`config.mk`:
```
export PLATFORM = sky130hd
export DESIGN_NAME = indexed_min_heap_timer_queue
export DESIGN_NICKNAME = d
export VERILOG_FILES = /design/src/sv/ihtq_pkg.sv /design/src/sv/indexed_min_heap_timer_queue.sv /design/src/sv/ihtq_ram.sv /design/src/sv/ihtq_front.sv /design/src/sv/ihtq_engine.sv
export SDC_FILE = /design/constraint.sdc
export NUM_CORES = 2
export LEC_CHECK = 0
export BUFFER_PORTS_ARGS = -buffer_cell sky130_fd_sc_hd__buf_4
export CORE_ASPECT_RATIO = 1.5
export CORE_UTILIZATION = 23
export CTS_CLUSTER_SIZE = 40
export DETAILED_ROUTE_END_ITERATION = 12
export PLACE_DENSITY = 0.47
export SYNTH_ARGS = -nofsm -noshare
export SYNTH_HDL_FRONTEND = slang
export SYNTH_SLANG_ARGS = --single-unit
```
`constraint.sdc`:
```
create_clock -name clk -period 9.2 [get_ports clk]
set_input_delay 1.84 -clock clk [delete_from_list [all_inputs] [get_ports clk]]
set_output_delay 1.84 -clock clk [all_outputs]
set_load 0.01 [all_outputs]
```
`src/sv/ihtq_pkg.sv`:
```
`timescale 1ns / 1ps
`default_nettype none
// ----------------------------------------------------------------------------
// ihtq_pkg
// Shared types and constants of the indexed min-heap timer queue.
// ----------------------------------------------------------------------------
package ihtq_pkg;

    localparam int HEAP_DEPTH_DEF = 16;
    localparam int KEY_BITS_DEF   = 48;
    localparam int NUM_HANDLES    = 16;
    localparam int HANDLE_BITS    = 4;
    localparam int TIME_BITS      = 48;
    localparam int BATCH_BITS     = 5;
    localparam int MAX_BATCH      = 16;

    typedef enum logic [1:0] {
        OP_PUSH  = 2'd0,
        OP_ERASE = 2'd1,
        OP_POP   = 2'd2,
        OP_PEEK  = 2'd3
    } op_t;

    typedef enum logic [1:0] {
        ST_OK     = 2'd0,
        ST_NONE   = 2'd1,
        ST_FULL   = 2'd2,
        ST_HANDLE = 2'd3
    } status_t;

    localparam logic [2:0] ADDR_BATCH = 3'd0;

    typedef struct packed {
        op_t                    op;
        logic [HANDLE_BITS-1:0] handle;
        logic [TIME_BITS-1:0]   deadline;
        logic [TIME_BITS-1:0]   cut;
    } cmd_t;

endpackage
`default_nettype wire

```
`src/sv/indexed_min_heap_timer_queue.sv`:
```
`timescale 1ns / 1ps
`default_nettype none
// ----------------------------------------------------------------------------
// indexed_min_heap_timer_queue
// Indexed binary min-heap of timer deadlines with push, erase, peek, pop.
// ----------------------------------------------------------------------------
// A word on the slave stream carries one command (tuser: 0 push, 1 erase by
// handle, 2 pop expired, 3 peek earliest). Every command answers with one
// master word, except a pop expired that removes entries: it returns one word
// per removed entry, earliest first, up to batch_limit of them; tlast marks
// the final word of each command. Commands go into a two-deep queue, so the
// slave side keeps taking words while the heap engine works, until the queue
// is full. The engine runs one command at a time over an entry RAM with one
// write port, one read port and registered reads. Empty slots need no
// clearing after reset: handle presence lives in per-handle valid bits.
// ----------------------------------------------------------------------------
module indexed_min_heap_timer_queue
    import ihtq_pkg::*;
#(
    parameter int HEAP_DEPTH = HEAP_DEPTH_DEF,
    parameter int KEY_BITS   = KEY_BITS_DEF
) (
    input  wire logic         clk,
    input  wire logic         rst_n,
    input  wire logic         s_tvalid,
    output logic              s_tready,
    input  wire logic [103:0] s_tdata,   // timer_handle[3:0], deadline[51:4], cut_time[99:52]
    input  wire logic [1:0]   s_tuser,   // func
    output logic              m_tvalid,
    input  wire logic         m_tready,
    output logic [55:0]       m_tdata,   // out_handle[3:0], out_deadline[51:4]
    output logic [1:0]        m_tuser,   // status
    output logic              m_tlast,
    input  wire logic         psel,
    input  wire logic         penable,
    input  wire logic         pwrite,
    input  wire logic [2:0]   paddr,
    input  wire logic [31:0]  pwdata,
    output logic [31:0]       prdata,
    output logic              pready
);
    logic [BATCH_BITS-1:0]  batch_reg;
    logic [BATCH_BITS-1:0]  lim;
    logic                   cmd_valid, cmd_ready, q_empty, eng_idle;
    cmd_t                   cmd;
    logic [HANDLE_BITS-1:0] o_handle;
    logic [TIME_BITS-1:0]   o_deadline;

    // APB register: batch_limit, written on the access phase
    assign pready = 1'b1;
    assign prdata = (paddr == ADDR_BATCH) ? {27'd0, batch_reg} : 32'd0;

    always_ff @(posedge clk or negedge rst_n)
    begin
        if (!rst_n)
        begin
            batch_reg <= BATCH_BITS'(MAX_BATCH);
        end
        else if (psel && penable && pwrite && pready && paddr == ADDR_BATCH)
        begin
            batch_reg <= pwdata[BATCH_BITS-1:0];
        end
    end

    // zero acts as one, anything over the maximum as the maximum
    always_comb
    begin
        if (batch_reg == '0)
        begin
            lim = BATCH_BITS'(1);
        end
        else if (batch_reg > BATCH_BITS'(MAX_BATCH))
        begin
            lim = BATCH_BITS'(MAX_BATCH);
        end
        else
        begin
            lim = batch_reg;
        end
    end

    ihtq_front u_front (
        .clk         (clk),
        .rst_n       (rst_n),
        .in_valid    (s_tvalid),
        .in_ready    (s_tready),
        .in_func     (s_tuser),
        .in_handle   (s_tdata[3:0]),
        .in_deadline (s_tdata[51:4]),
        .in_cut      (s_tdata[99:52]),
        .cmd_valid   (cmd_valid),
        .cmd_ready   (cmd_ready),
        .cmd         (cmd),
        .q_empty     (q_empty)
    );

    ihtq_engine #(.HEAP_DEPTH(HEAP_DEPTH), .KEY_BITS(KEY_BITS)) u_engine (
        .clk          (clk),
        .rst_n        (rst_n),
        .cmd_valid    (cmd_valid),
        .cmd_ready    (cmd_ready),
        .cmd          (cmd),
        .lim          (lim),
        .out_valid    (m_tvalid),
        .out_ready    (m_tready),
        .out_status   (m_tuser),
        .out_handle   (o_handle),
        .out_deadline (o_deadline),
        .out_last     (m_tlast),
        .idle         (eng_idle)
    );

    assign m_tdata = {4'd0, o_deadline, o_handle};

    // nothing new can appear once the engine is idle with an empty queue
    a_no_spurious: assert property (@(posedge clk) disable iff (!rst_n)
        (m_tvalid && m_tready && eng_idle && q_empty) |=> !m_tvalid)
        else $error("result word without a pending command");

    // only pops give non-final words, and those are always successful
    a_mid_ok: assert property (@(posedge clk) disable iff (!rst_n)
        (m_tvalid && !m_tlast) |-> (m_tuser == ST_OK))
        else $error("non-final word with failure status");

    // failed results carry no entry
    a_fail_zero: assert property (@(posedge clk) disable iff (!rst_n)
        (m_tvalid && m_tuser != ST_OK) |-> (m_tdata == 56'd0))
        else $error("failed result carries data");
endmodule
`default_nettype wire

```
`src/sv/ihtq_ram.sv`:
```
`timescale 1ns / 1ps
`default_nettype none
// ----------------------------------------------------------------------------
// ihtq_ram
// Generic single-write, single-read RAM with registered read data.
// ----------------------------------------------------------------------------
module ihtq_ram #(
    parameter int WIDTH = 8,
    parameter int DEPTH = 16
) (
    input  wire logic                     clk,
    input  wire logic                     we,
    input  wire logic [$clog2(DEPTH)-1:0] waddr,
    input  wire logic [WIDTH-1:0]         wdata,
    input  wire logic [$clog2(DEPTH)-1:0] raddr,
    output logic      [WIDTH-1:0]         rdata
);
    logic [WIDTH-1:0] mem_reg [DEPTH];

    always_ff @(posedge clk)
    begin
        if (we)
        begin
            mem_reg[waddr] <= wdata;
        end
        rdata <= mem_reg[raddr];
    end
endmodule
`default_nettype wire

```
`src/sv/ihtq_front.sv`:
```
`timescale 1ns / 1ps
`default_nettype none
// ----------------------------------------------------------------------------
// ihtq_front
// Accepts input words, decodes the operation and queues commands (2 deep).
// ----------------------------------------------------------------------------
module ihtq_front
    import ihtq_pkg::*;
(
    input  wire logic         clk,
    input  wire logic         rst_n,
    input  wire logic         in_valid,
    output logic              in_ready,
    input  wire logic [1:0]   in_func,
    input  wire logic [3:0]   in_handle,
    input  wire logic [47:0]  in_deadline,
    input  wire logic [47:0]  in_cut,
    output logic              cmd_valid,
    input  wire logic         cmd_ready,
    output cmd_t              cmd,
    output logic              q_empty
);
    cmd_t       mem_reg [2];
    logic       wptr_reg, rptr_reg;
    logic [1:0] cnt_reg;
    cmd_t       in_cmd;
    logic       push, pop;

    always_comb
    begin
        // every 2-bit code is a defined operation
        in_cmd.op       = op_t'(in_func);
        in_cmd.handle   = in_handle;
        in_cmd.deadline = in_deadline;
        in_cmd.cut      = in_cut;
    end

    assign in_ready  = (cnt_reg != 2'd2);
    assign cmd_valid = (cnt_reg != 2'd0);
    assign q_empty   = (cnt_reg == 2'd0);
    assign cmd       = mem_reg[rptr_reg];
    assign push      = in_valid && in_ready;
    assign pop       = cmd_valid && cmd_ready;

    always_ff @(posedge clk)
    begin
        if (push)
        begin
            mem_reg[wptr_reg] <= in_cmd;
        end
    end

    always_ff @(posedge clk or negedge rst_n)
    begin
        if (!rst_n)
        begin
            wptr_reg <= 1'b0;
            rptr_reg <= 1'b0;
            cnt_reg  <= 2'd0;
        end
        else
        begin
            if (push)
            begin
                wptr_reg <= ~wptr_reg;
            end
            if (pop)
            begin
                rptr_reg <= ~rptr_reg;
            end
            cnt_reg <= cnt_reg + {1'b0, push} - {1'b0, pop};
        end
    end
endmodule
`default_nettype wire

```
`src/sv/ihtq_engine.sv`:
```
`timescale 1ns / 1ps
`default_nettype none
// ----------------------------------------------------------------------------
// ihtq_engine
// Heap sequencer: sift up/down over the entry RAM, position table, results.
// ----------------------------------------------------------------------------
module ihtq_engine
    import ihtq_pkg::*;
#(
    parameter int HEAP_DEPTH = HEAP_DEPTH_DEF,
    parameter int KEY_BITS   = KEY_BITS_DEF
) (
    input  wire logic                  clk,
    input  wire logic                  rst_n,
    input  wire logic                  cmd_valid,
    output logic                       cmd_ready,
    input  wire cmd_t                  cmd,
    input  wire logic [BATCH_BITS-1:0] lim,
    output logic                       out_valid,
    input  wire logic                  out_ready,
    output logic [1:0]                 out_status,
    output logic [HANDLE_BITS-1:0]     out_handle,
    output logic [TIME_BITS-1:0]       out_deadline,
    output logic                       out_last,
    output logic                       idle
);
    localparam int SW   = $clog2(HEAP_DEPTH);
    localparam int CNTW = $clog2(HEAP_DEPTH + 1);
    localparam int CW2  = SW + 2;
    localparam int EW   = KEY_BITS + HANDLE_BITS;
    localparam int CMPW = (KEY_BITS > TIME_BITS) ? KEY_BITS : TIME_BITS;

    typedef enum logic [14:0] {
        S_IDLE     = 15'h0001,
        S_UP_CHK   = 15'h0002,
        S_UP_CMP   = 15'h0004,
        S_REM      = 15'h0008,
        S_REM_LAST = 15'h0010,
        S_REM_PAR  = 15'h0020,
        S_DN_CHK   = 15'h0040,
        S_DN_C0    = 15'h0080,
        S_DN_C1    = 15'h0100,
        S_DN_CMP   = 15'h0200,
        S_POP_RD   = 15'h0400,
        S_POP_CHK  = 15'h0800,
        S_POP_EMIT = 15'h1000,
        S_PEEK     = 15'h2000,
        S_FIN      = 15'h4000
    } state_t;

    state_t                  state_reg, state_next, done_state;
    op_t                     op_reg, op_next;
    logic [CNTW-1:0]         cnt_reg, cnt_next;
    logic [SW-1:0]           slot_reg, slot_next;
    logic [KEY_BITS-1:0]     car_key_reg, car_key_next;
    logic [HANDLE_BITS-1:0]  car_h_reg, car_h_next;
    logic [KEY_BITS-1:0]     ch_key_reg, ch_key_next;
    logic [HANDLE_BITS-1:0]  ch_h_reg, ch_h_next;
    logic [SW-1:0]           ch_idx_reg, ch_idx_next;
    logic [HANDLE_BITS-1:0]  rem_h_reg, rem_h_next;
    logic [BATCH_BITS-1:0]   n_reg, n_next;
    logic [TIME_BITS-1:0]    cut_reg, cut_next;
    status_t                 res_st_reg, res_st_next;
    logic [HANDLE_BITS-1:0]  res_h_reg, res_h_next;
    logic [KEY_BITS-1:0]     res_key_reg, res_key_next;
    logic                    res_have_reg, res_have_next;

    logic                    out_valid_reg, out_valid_next;
    logic [1:0]              out_st_reg, out_st_next;
    logic [HANDLE_BITS-1:0]  out_h_reg, out_h_next;
    logic [TIME_BITS-1:0]    out_dl_reg, out_dl_next;
    logic                    out_last_reg, out_last_next;

    logic [SW-1:0]           pos_slot_reg [NUM_HANDLES];
    logic [NUM_HANDLES-1:0]  pos_v_reg;
    logic                    pos_we, pos_clr;
    logic [HANDLE_BITS-1:0]  pos_idx;
    logic [SW-1:0]           pos_val;

    logic                    ram_we;
    logic [SW-1:0]           ram_waddr, ram_raddr;
    logic [EW-1:0]           ram_wdata, ram_rdata;
    logic [KEY_BITS-1:0]     rd_key;
    logic [HANDLE_BITS-1:0]  rd_h;
    logic [SW-1:0]           parent;
    logic [CW2-1:0]          child;
    logic                    can_out;
    logic [KEY_BITS-1:0]     in_key;

    ihtq_ram #(.WIDTH(EW), .DEPTH(HEAP_DEPTH)) u_ram (
        .clk   (clk),
        .we    (ram_we),
        .waddr (ram_waddr),
        .wdata (ram_wdata),
        .raddr (ram_raddr),
        .rdata (ram_rdata)
    );

    assign rd_key     = ram_rdata[KEY_BITS-1:0];
    assign rd_h       = ram_rdata[EW-1:KEY_BITS];
    assign parent     = (slot_reg - SW'(1)) >> 1;
    assign child      = (CW2'(slot_reg) << 1) + CW2'(1);
    assign can_out    = !out_valid_reg || out_ready;
    assign in_key     = KEY_BITS'(cmd.deadline);
    assign done_state = (op_reg == OP_POP) ? S_POP_RD : S_FIN;
    assign idle       = (state_reg == S_IDLE);

    assign out_valid    = out_valid_reg;
    assign out_status   = out_st_reg;
    assign out_handle   = out_h_reg;
    assign out_deadline = out_dl_reg;
    assign out_last     = out_last_reg;

    always_comb
    begin
        state_next    = state_reg;
        op_next       = op_reg;
        cnt_next      = cnt_reg;
        slot_next     = slot_reg;
        car_key_next  = car_key_reg;
        car_h_next    = car_h_reg;
        ch_key_next   = ch_key_reg;
        ch_h_next     = ch_h_reg;
        ch_idx_next   = ch_idx_reg;
        rem_h_next    = rem_h_reg;
        n_next        = n_reg;
        cut_next      = cut_reg;
        res_st_next   = res_st_reg;
        res_h_next    = res_h_reg;
        res_key_next  = res_key_reg;
        res_have_next = res_have_reg;
        out_valid_next = out_valid_reg && !out_ready;
        out_st_next    = out_st_reg;
        out_h_next     = out_h_reg;
        out_dl_next    = out_dl_reg;
        out_last_next  = out_last_reg;
        cmd_ready = 1'b0;
        ram_we    = 1'b0;
        ram_waddr = slot_reg;
        ram_wdata = {car_h_reg, car_key_reg};
        ram_raddr = '0;
        pos_we    = 1'b0;
        pos_clr   = 1'b0;
        pos_idx   = car_h_reg;
        pos_val   = slot_reg;

        case (state_reg)
            S_IDLE:
            begin
                cmd_ready = 1'b1;
                if (cmd_valid)
                begin
                    op_next      = cmd.op;
                    res_h_next   = '0;
                    res_key_next = '0;
                    res_st_next  = ST_OK;
                    case (cmd.op)
                        OP_PUSH:
                        begin
                            if (pos_v_reg[cmd.handle])
                            begin
                                res_st_next = ST_HANDLE;
                                state_next  = S_FIN;
                            end
                            else if (cnt_reg == CNTW'(HEAP_DEPTH))
                            begin
                                res_st_next = ST_FULL;
                                state_next  = S_FIN;
                            end
                            else
                            begin
                                car_key_next = in_key;
                                car_h_next   = cmd.handle;
                                slot_next    = SW'(cnt_reg);
                                cnt_next     = cnt_reg + CNTW'(1);
                                state_next   = S_UP_CHK;
                            end
                        end
                        OP_ERASE:
                        begin
                            if (!pos_v_reg[cmd.handle] ||
                                CNTW'(pos_slot_reg[cmd.handle]) >= cnt_reg)
                            begin
                                res_st_next = ST_HANDLE;
                                state_next  = S_FIN;
                            end
                            else
                            begin
                                slot_next  = pos_slot_reg[cmd.handle];
                                rem_h_next = cmd.handle;
                                state_next = S_REM;
                            end
                        end
                        OP_POP:
                        begin
                            cut_next      = cmd.cut;
                            n_next        = '0;
                            res_have_next = 1'b0;
                            state_next    = S_POP_RD;
                        end
                        default:
                        begin
                            if (cnt_reg == '0)
                            begin
                                res_st_next = ST_NONE;
                                state_next  = S_FIN;
                            end
                            else
                            begin
                                ram_raddr  = '0;
                                state_next = S_PEEK;
                            end
                        end
                    endcase
                end
            end
            S_UP_CHK:
            begin
                if (slot_reg == '0)
                begin
                    ram_we     = 1'b1;
                    pos_we     = 1'b1;
                    state_next = done_state;
                end
                else
                begin
                    ram_raddr  = parent;
                    state_next = S_UP_CMP;
                end
            end
            S_UP_CMP, S_REM_PAR:
            begin
                if (car_key_reg < rd_key)
                begin
                    ram_we     = 1'b1;
                    ram_wdata  = ram_rdata;
                    pos_we     = 1'b1;
                    pos_idx    = rd_h;
                    slot_next  = parent;
                    state_next = S_UP_CHK;
                end
                else if (state_reg == S_REM_PAR)
                begin
                    state_next = S_DN_CHK;
                end
                else
                begin
                    ram_we     = 1'b1;
                    pos_we     = 1'b1;
                    state_next = done_state;
                end
            end
            S_REM:
            begin
                pos_clr  = 1'b1;
                cnt_next = cnt_reg - CNTW'(1);
                if (CNTW'(slot_reg) == cnt_reg - CNTW'(1))
                begin
                    state_next = done_state;
                end
                else
                begin
                    ram_raddr  = SW'(cnt_reg - CNTW'(1));
                    state_next = S_REM_LAST;
                end
            end
            S_REM_LAST:
            begin
                car_key_next = rd_key;
                car_h_next   = rd_h;
                if (slot_reg != '0)
                begin
                    ram_raddr  = parent;
                    state_next = S_REM_PAR;
                end
                else
                begin
                    state_next = S_DN_CHK;
                end
            end
            S_DN_CHK:
            begin
                if (child < CW2'(cnt_reg))
                begin
                    ram_raddr  = SW'(child);
                    state_next = S_DN_C0;
                end
                else
                begin
                    ram_we     = 1'b1;
                    pos_we     = 1'b1;
                    state_next = done_state;
                end
            end
            S_DN_C0:
            begin
                ch_key_next = rd_key;
                ch_h_next   = rd_h;
                ch_idx_next = SW'(child);
                if (child + CW2'(1) < CW2'(cnt_reg))
                begin
                    ram_raddr  = SW'(child + CW2'(1));
                    state_next = S_DN_C1;
                end
                else
                begin
                    state_next = S_DN_CMP;
                end
            end
            S_DN_C1:
            begin
                if (ch_key_reg > rd_key)
                begin
                    ch_key_next = rd_key;
                    ch_h_next   = rd_h;
                    ch_idx_next = SW'(child + CW2'(1));
                end
                state_next = S_DN_CMP;
            end
            S_DN_CMP:
            begin
                ram_we = 1'b1;
                pos_we = 1'b1;
                if (ch_key_reg >= car_key_reg)
                begin
                    state_next = done_state;
                end
                else
                begin
                    ram_wdata  = {ch_h_reg, ch_key_reg};
                    pos_idx    = ch_h_reg;
                    slot_next  = ch_idx_reg;
                    state_next = S_DN_CHK;
                end
            end
            S_POP_RD:
            begin
                if (n_reg < lim && cnt_reg != '0)
                begin
                    ram_raddr  = '0;
                    state_next = S_POP_CHK;
                end
                else
                begin
                    if (!res_have_reg)
                    begin
                        res_st_next = ST_NONE;
                    end
                    state_next = S_FIN;
                end
            end
            S_POP_CHK:
            begin
                if (CMPW'(cut_reg) >= CMPW'(rd_key))
                begin
                    n_next       = n_reg + BATCH_BITS'(1);
                    slot_next    = '0;
                    rem_h_next   = rd_h;
                    car_key_next = rd_key;
                    car_h_next   = rd_h;
                    if (res_have_reg)
                    begin
                        state_next = S_POP_EMIT;
                    end
                    else
                    begin
                        res_have_next = 1'b1;
                        res_st_next   = ST_OK;
                        res_h_next    = rd_h;
                        res_key_next  = rd_key;
                        state_next    = S_REM;
                    end
                end
                else
                begin
                    if (!res_have_reg)
                    begin
                        res_st_next = ST_NONE;
                    end
                    state_next = S_FIN;
                end
            end
            S_POP_EMIT:
            begin
                if (can_out)
                begin
                    out_valid_next = 1'b1;
                    out_st_next    = res_st_reg;
                    out_h_next     = res_h_reg;
                    out_dl_next    = TIME_BITS'(res_key_reg);
                    out_last_next  = 1'b0;
                    res_h_next     = car_h_reg;
                    res_key_next   = car_key_reg;
                    state_next     = S_REM;
                end
            end
            S_PEEK:
            begin
                res_h_next   = rd_h;
                res_key_next = rd_key;
                state_next   = S_FIN;
            end
            S_FIN:
            begin
                if (can_out)
                begin
                    out_valid_next = 1'b1;
                    out_st_next    = res_st_reg;
                    out_h_next     = (res_st_reg == ST_OK) ? res_h_reg : '0;
                    out_dl_next    = (res_st_reg == ST_OK) ? TIME_BITS'(res_key_reg) : '0;
                    out_last_next  = 1'b1;
                    state_next     = S_IDLE;
                end
            end
            default:
            begin
                state_next = S_IDLE;
            end
        endcase
    end

    always_ff @(posedge clk)
    begin
        if (pos_we)
        begin
            pos_slot_reg[pos_idx] <= pos_val;
        end
        op_reg      <= op_next;
        slot_reg    <= slot_next;
        car_key_reg <= car_key_next;
        car_h_reg   <= car_h_next;
        ch_key_reg  <= ch_key_next;
        ch_h_reg    <= ch_h_next;
        ch_idx_reg  <= ch_idx_next;
        rem_h_reg   <= rem_h_next;
        n_reg       <= n_next;
        cut_reg     <= cut_next;
        res_st_reg  <= res_st_next;
        res_h_reg   <= res_h_next;
        res_key_reg <= res_key_next;
        res_have_reg <= res_have_next;
        out_st_reg  <= out_st_next;
        out_h_reg   <= out_h_next;
        out_dl_reg  <= out_dl_next;
        out_last_reg <= out_last_next;
    end

    always_ff @(posedge clk or negedge rst_n)
    begin
        if (!rst_n)
        begin
            state_reg     <= S_IDLE;
            cnt_reg       <= '0;
            pos_v_reg     <= '0;
            out_valid_reg <= 1'b0;
        end
        else
        begin
            state_reg     <= state_next;
            cnt_reg       <= cnt_next;
            out_valid_reg <= out_valid_next;
            if (pos_clr)
            begin
                pos_v_reg[rem_h_reg] <= 1'b0;
            end
            if (pos_we)
            begin
                pos_v_reg[pos_idx] <= 1'b1;
            end
        end
    end
endmodule
`default_nettype wire

```
Yosys cells after proc, flatten, opt, wreduce, memory -nomap -nowiden
Memory sizes are Yosys's and may differ from the RTL's. A register that Yosys moved wholly into a read port is not among the register bits.
Index checks and enable logic that the tools add are counted.
{"block": "classes", "n_eq_ne": 41, "reduce_logical": 46, "n_mux": 133, "n_addsub": 8, "n_bitwise": 5, "magnitude_cmp": 14}
{"op": "$mux 48", "n": 13}
{"op": "$mux 15", "n": 16}
{"op": "$pmux 15 s14", "n": 1}
{"op": "$pmux 48 s2", "n": 2}
{"op": "$pmux 48 s4", "n": 1}
{"op": "$pmux 48 s3", "n": 1}
{"op": "$mux 4", "n": 29}
{"op": "$mux 52", "n": 2}
{"op": "$pmux 52 s2", "n": 1}
{"op": "$ge 48x48->1", "n": 2}
{"op": "$mux 5", "n": 10}
{"op": "$gt 48x48->1", "n": 1}
{"op": "$lt 48x48->1", "n": 1}
{"op": "$pmux 4 s2", "n": 6}
{"op": "$pmux 15 s3", "n": 1}
{"op": "$mux 16", "n": 2}
{"op": "$pmux 4 s4", "n": 2}
{"op": "$mux 1", "n": 21}
{"op": "$pmux 4 s5", "n": 1}
{"op": "$pmux 5 s2", "n": 2}
{"op": "$ne 2x1->1 const B", "n": 9}
{"op": "$and 16x16->16", "n": 1}
{"op": "$mux 2", "n": 8}
{"op": "$not 16->16", "n": 1}
{"op": "other kinds (65)", "n": 113}
{"block": "totals", "input_bits": 148, "ff_bits": 327, "ram_bits": 1100, "n_memories": 3, "out_inout_bits": 94}
{"memory": "u_engine.u_ram.mem_reg", "words": 16, "width": 52, "rd": 1, "rd_ports_with_merged_regs": 1, "wr": 1, "line": "ihtq_ram.sv:18", "source": "logic [WIDTH-1:0] mem_reg [DEPTH];"}
{"memory": "u_front.mem_reg", "words": 2, "width": 102, "rd": 1, "rd_ports_with_merged_regs": 0, "wr": 1, "line": "ihtq_front.sv:23", "source": "cmd_t mem_reg [2];"}
{"memory": "u_engine.pos_slot_reg", "words": 16, "width": 4, "rd": 1, "rd_ports_with_merged_regs": 0, "wr": 1, "line": "ihtq_engine.sv:74", "source": "logic [SW-1:0] pos_slot_reg [NUM_HANDLES];"}

Logic depth before layout (Yosys ltp)
{"block": "logic_depth", "word_depth": 9, "ltp_mapped": 17}

Modules after synthesis
A second synthesis with hierarchy kept.
{"block": "unflattened", "hier_cells": 3478, "hier_area_um2": 61207.5}
{"module": "ihtq_ram", "seq_area_each_um2": 26025.0, "instances": 1, "area_each_um2": 32217.1, "cells_per_inst": 1344}
{"module": "ihtq_engine", "seq_area_each_um2": 11287.1, "instances": 1, "area_each_um2": 20862.5, "cells_per_inst": 1740}
{"module": "ihtq_front", "seq_area_each_um2": 6226.0, "instances": 1, "area_each_um2": 7576.0, "cells_per_inst": 335}
{"module": "indexed_min_heap_timer_queue", "seq_area_each_um2": 126.4, "instances": 1, "area_each_um2": 551.8, "cells_per_inst": 59}

Least setup slack after synthesis
OpenSTA, ideal clock, no wires.
{"block": "synth_timing", "path_kind": "input -> register", "start": "in s_tvalid", "end": "mem u_front.mem_reg[0][0] (netlist name), enable pin", "path_buffers": 0, "arrival_ns": 6.176, "stages": 2, "setup_time_ns": 0.564, "path_slack_ns": 2.461, "required_ns": 8.636, "cell_sequence": "nand2_1 nor2_1"}
{"block": "synth_between", "elab_chain_len": 3}
{"element": "start: declaration", "line": "indexed_min_heap_timer_queue.sv:25", "source": "input wire logic s_tvalid,"}
{"element": "$logic_and 1x1->1", "line": "ihtq_front.sv:42", "source": "assign push = in_valid && in_ready;"}
{"element": "$mux 1", "line": "ihtq_front.sv:47", "source": "if (push)"}
{"element": "$mux 1 (not written as such)", "line": "ihtq_front.sv:49", "source": "mem_reg[wptr_reg] <= in_cmd;"}
{"element": "end: declaration", "line": "ihtq_front.sv:23"}
Every way passes these cells.

Worst setup path in the final report
{"block": "layout_timing", "start": "reg u_engine.u_ram.rdata[33], read port of u_engine.u_ram.mem_reg", "end": "mem u_engine.u_ram.mem_reg[13][7] (netlist name), enable pin"}
{"block": "layout_between", "elab_chain_len": 5}
{"element": "start: declaration", "line": "ihtq_ram.sv:16", "source": "output logic [WIDTH-1:0] rdata"}
{"element": "$lt 48x48->1", "line": "ihtq_engine.sv:233", "source": "if (car_key_reg < rd_key)"}
{"element": "$mux 1", "line": "ihtq_engine.sv:233"}
{"element": "$pmux 1 s4", "line": "ihtq_engine.sv:147", "source": "case (state_reg)"}
{"element": "$mux 1", "line": "ihtq_ram.sv:22", "source": "if (we)"}
{"element": "$mux 1 (not written as such)", "line": "ihtq_ram.sv:24", "source": "mem_reg[waddr] <= wdata;"}
{"element": "end: declaration", "line": "ihtq_ram.sv:18"}
Every way passes these cells.

==> run summary <==
vias - 35.1k
FF/Latch Area - 43700 µm²
Setup TNS - 0 ns
Global Route met1 Usage - 14.5%
post-synthesis sequential area ratio - 70.9%
CTS resizes - 0
grt ovf - 0
Syn-to-layout area delta - 17.0%
GRT met2 Usage - 25.4%
CTS Buf Count - 146
Cell Rows - 232
Slew HR - 17.5%
Die Span Y - 636 µm
min-delay worst type - reg2reg
startpoint types - flop
Final period util - 65.6%
hpwl dp - 113000 µm
Final Hold Vio Count - 0
Final Wtd Congestion - 0.858
clk sinks - 1479
# hold bufs at CTS - 0
chip width - 425 µm
top_reg_cell synth - edfxtp_1
final setup violation count - 0
max reg flops - 832
Worst R2R Setup Slack - 3.16 ns
Synth cell types - 85
CTS tree - done
DRC viols - 0
first-pass GRT wire length - 260000 µm
starting density of the core - 23.2%
pin count of the biggest net entering global routing - 125
Slew Viols, Final - 0
YS warnings - 0
GR Util met3 - 1.75%
pwr/cell area - 268 nW/µm²
Least-Margin Pin Slew - 1.24 ns
TritonRoute pass-1 iters - 5
WL final - 183000 µm
# H-tree levels - 4
most common cell after layout, fill and taps aside - edfxtp_1
syn avg cell area - 15.3 µm²
CP Max Fanout - 34
vias per cell - 4.46
most frequent cells in the layout - edfxtp_1 (1381), nand2_1 (531), buf_4 (255)
gr usage total - 13.3%
die area - 270000 µm²
worst endpoint required time - 9.59 ns
maximum VDD drop - 0.220 mV
Max Cap Viol - 0
Port Buffers - 178
final setup skew - 0.0683 ns
Most Used Layer, Global Route - met2
status - finished, final reports clean
critical path class - reg2reg
fin crit period - 6.04 ns
Post-CTS Setup Repair Bufs - 0
DR iter-0 viols - 2756
vias in the first global route - 36.3k
P_leak - 25.3 nW
initial antenna violation count - 11
multi-input gate area in the final layout - 16900 µm²
post-DR wirelength/cell - 23.3 µm
Max Freq - 166 MHz
I/O pin cnt - 242
share of cells above drive strength 1 - 16.1%
Critical Path End Type - flop
Max Root-Sink Buffers - 4
RSZ-0062 raised after global routing - no
Core Area - 266000 µm²
Root Buffer Master - clkbuf_16
Yosys reg bits - 1479
nets@finish - 4617
Post-Syn Instances - 4028
fillers - 26.9k
Final ANT Viol Nets - 0
Power, Total - 0.0194 W
Post-Syn Area - 61600 µm²
Skew-Pair Late Insertion Delay - 0.81 ns
EDFF count, synth - 1381
Async SR Flop Fraction - 3.11%
Worst Path Arrival - 6.42 ns
Clock transition at path regs - 0.07 ns
-- path summary, 6_finish.rpt --
| path | start | endpoint | cells after the start |
|---|---|---|---|
| max | u_engine.u_ram.rdata[33]$_DFF_P_ | u_engine.u_ram.mem_reg[13][7]$_DFFE_PP_ | 13 |
| min | u_engine.res_st_reg[0]$_DFFE_PP_ | u_engine.out_status[0]$_DFFE_PP_ | 0 |
| max reg2reg | u_engine.u_ram.rdata[33]$_DFF_P_ | u_engine.u_ram.mem_reg[13][7]$_DFFE_PP_ | 13 |
| min reg2reg | u_engine.res_st_reg[0]$_DFFE_PP_ | u_engine.out_status[0]$_DFFE_PP_ | 0 |
| max in group asynchronous | rst_n | u_engine.pos_v_reg[12]$_DFF_PN0_ | 1 |
| min in group asynchronous | rst_n | batch_reg[3]$_DFFE_PN0P_ | 1 |
-- critical path: stages, from the launching register on --
cell	delay (ns)
dfxtp_1	0.42
inv_1	0.18
ha_1	0.35
a21oi_1	0.15
o21ai_0	0.15
a2111oi_0	0.48
o31ai_1	0.13
buf_4	0.19
nor3_1	0.57
nor2_1	0.16
o211ai_1	0.71
nand2_1	0.43
nor2_4	0.86
buf_4	0.77
-- metal layers --
layer	routed length [µm]	vias up	part of all wire [%]
met5	95	-	0.052
met4	7060	14	3.9
met3	7300	282	4.0
met2	100000	890	55
met1	68200	18098	37
li1	-	15841	-
-- per-stage QoR --
step                cells  cell area, µm²  worst slack, ns  hold WS, ns  utilization [%]
CTS                  7869           72100             3.00        0.500             27.1
detailed placement   7613           67400             3.03        0.485             25.3
global route         7870           72100             2.81        0.515             27.1
finish               7872           72100             3.16        0.503             27.1
floorplan            4058           61700             2.46        0.452                -
global placement     7613           67400             3.08        0.479             25.3
-- power breakdown --
group | internal [W] | switching, W
combinational | 0.00136 | 0.00285
sequential | 0.00865 | 0.000409
clock | 0.00348 | 0.00260
total | 0.0135 | 0.00586
-- cells by family (layout without fill, tap and decap cells) --
| group | Yosys count | in the layout | synth area share, % |
|---|---|---|---|
| flops | 1479 | 1479 | 70.9 |
| simple gates | 1127 | 1127 | 8.55 |
| compound gates | 515 | 515 | 5.58 |
| buf+inv | 335 | 636 | 2.39 |
| mux | 327 | 327 | 7.82 |
| fa+ha+maj | 218 | 218 | 4.43 |
| xor+xnor | 25 | 25 | 0.378 |
| other cells | 2 | 35 | 0.0122 |
-- cell type report --
| cell class | instances | share of cell area [%] |
|---|---|---|
| flip-flops and latches | 1479 | 60.6 |
| well taps | 3510 | 6.09 |
| multi-input cells | 2244 | 23.4 |
| repair buffers | 257 | 2.71 |
| clock buffers | 185 | 5.50 |
| clock inverters | 71 | 1.07 |
| inverters | 123 | 0.640 |
| diodes | 3 | 0.0104 |
-- synth_stat cells (all sizes together) (10+ instances only) --
cell type | number | share of area [%]
edfxtp | 1381 | 67
nand2 | 533 | 3.2
ha | 218 | 4.4
o21ai | 185 | 1.5
nand3 | 170 | 1.4
mux2i | 154 | 2.5
inv | 122 | 0.74
clkbuf | 119 | 0.72
mux4 | 118 | 4.3
nor2 | 102 | 0.62
buf | 93 | 0.92
nand4 | 89 | 0.91
a21oi | 81 | 0.66
nor3 | 75 | 0.65
nor2b | 73 | 0.74
mux2 | 55 | 1.0
dfxtp | 52 | 1.7
a221o | 49 | 0.80
dfrtp | 44 | 1.8
a21o | 43 | 0.52
a32oi | 32 | 0.45
a22oi | 30 | 0.37
xnor2 | 18 | 0.26
nor4 | 17 | 0.21
a211oi | 16 | 0.19
nand2b | 14 | 0.14
o211ai | 11 | 0.13
o21a | 11 | 0.13
and2 | 10 | 0.10
(Power assumes the default switching activity.)
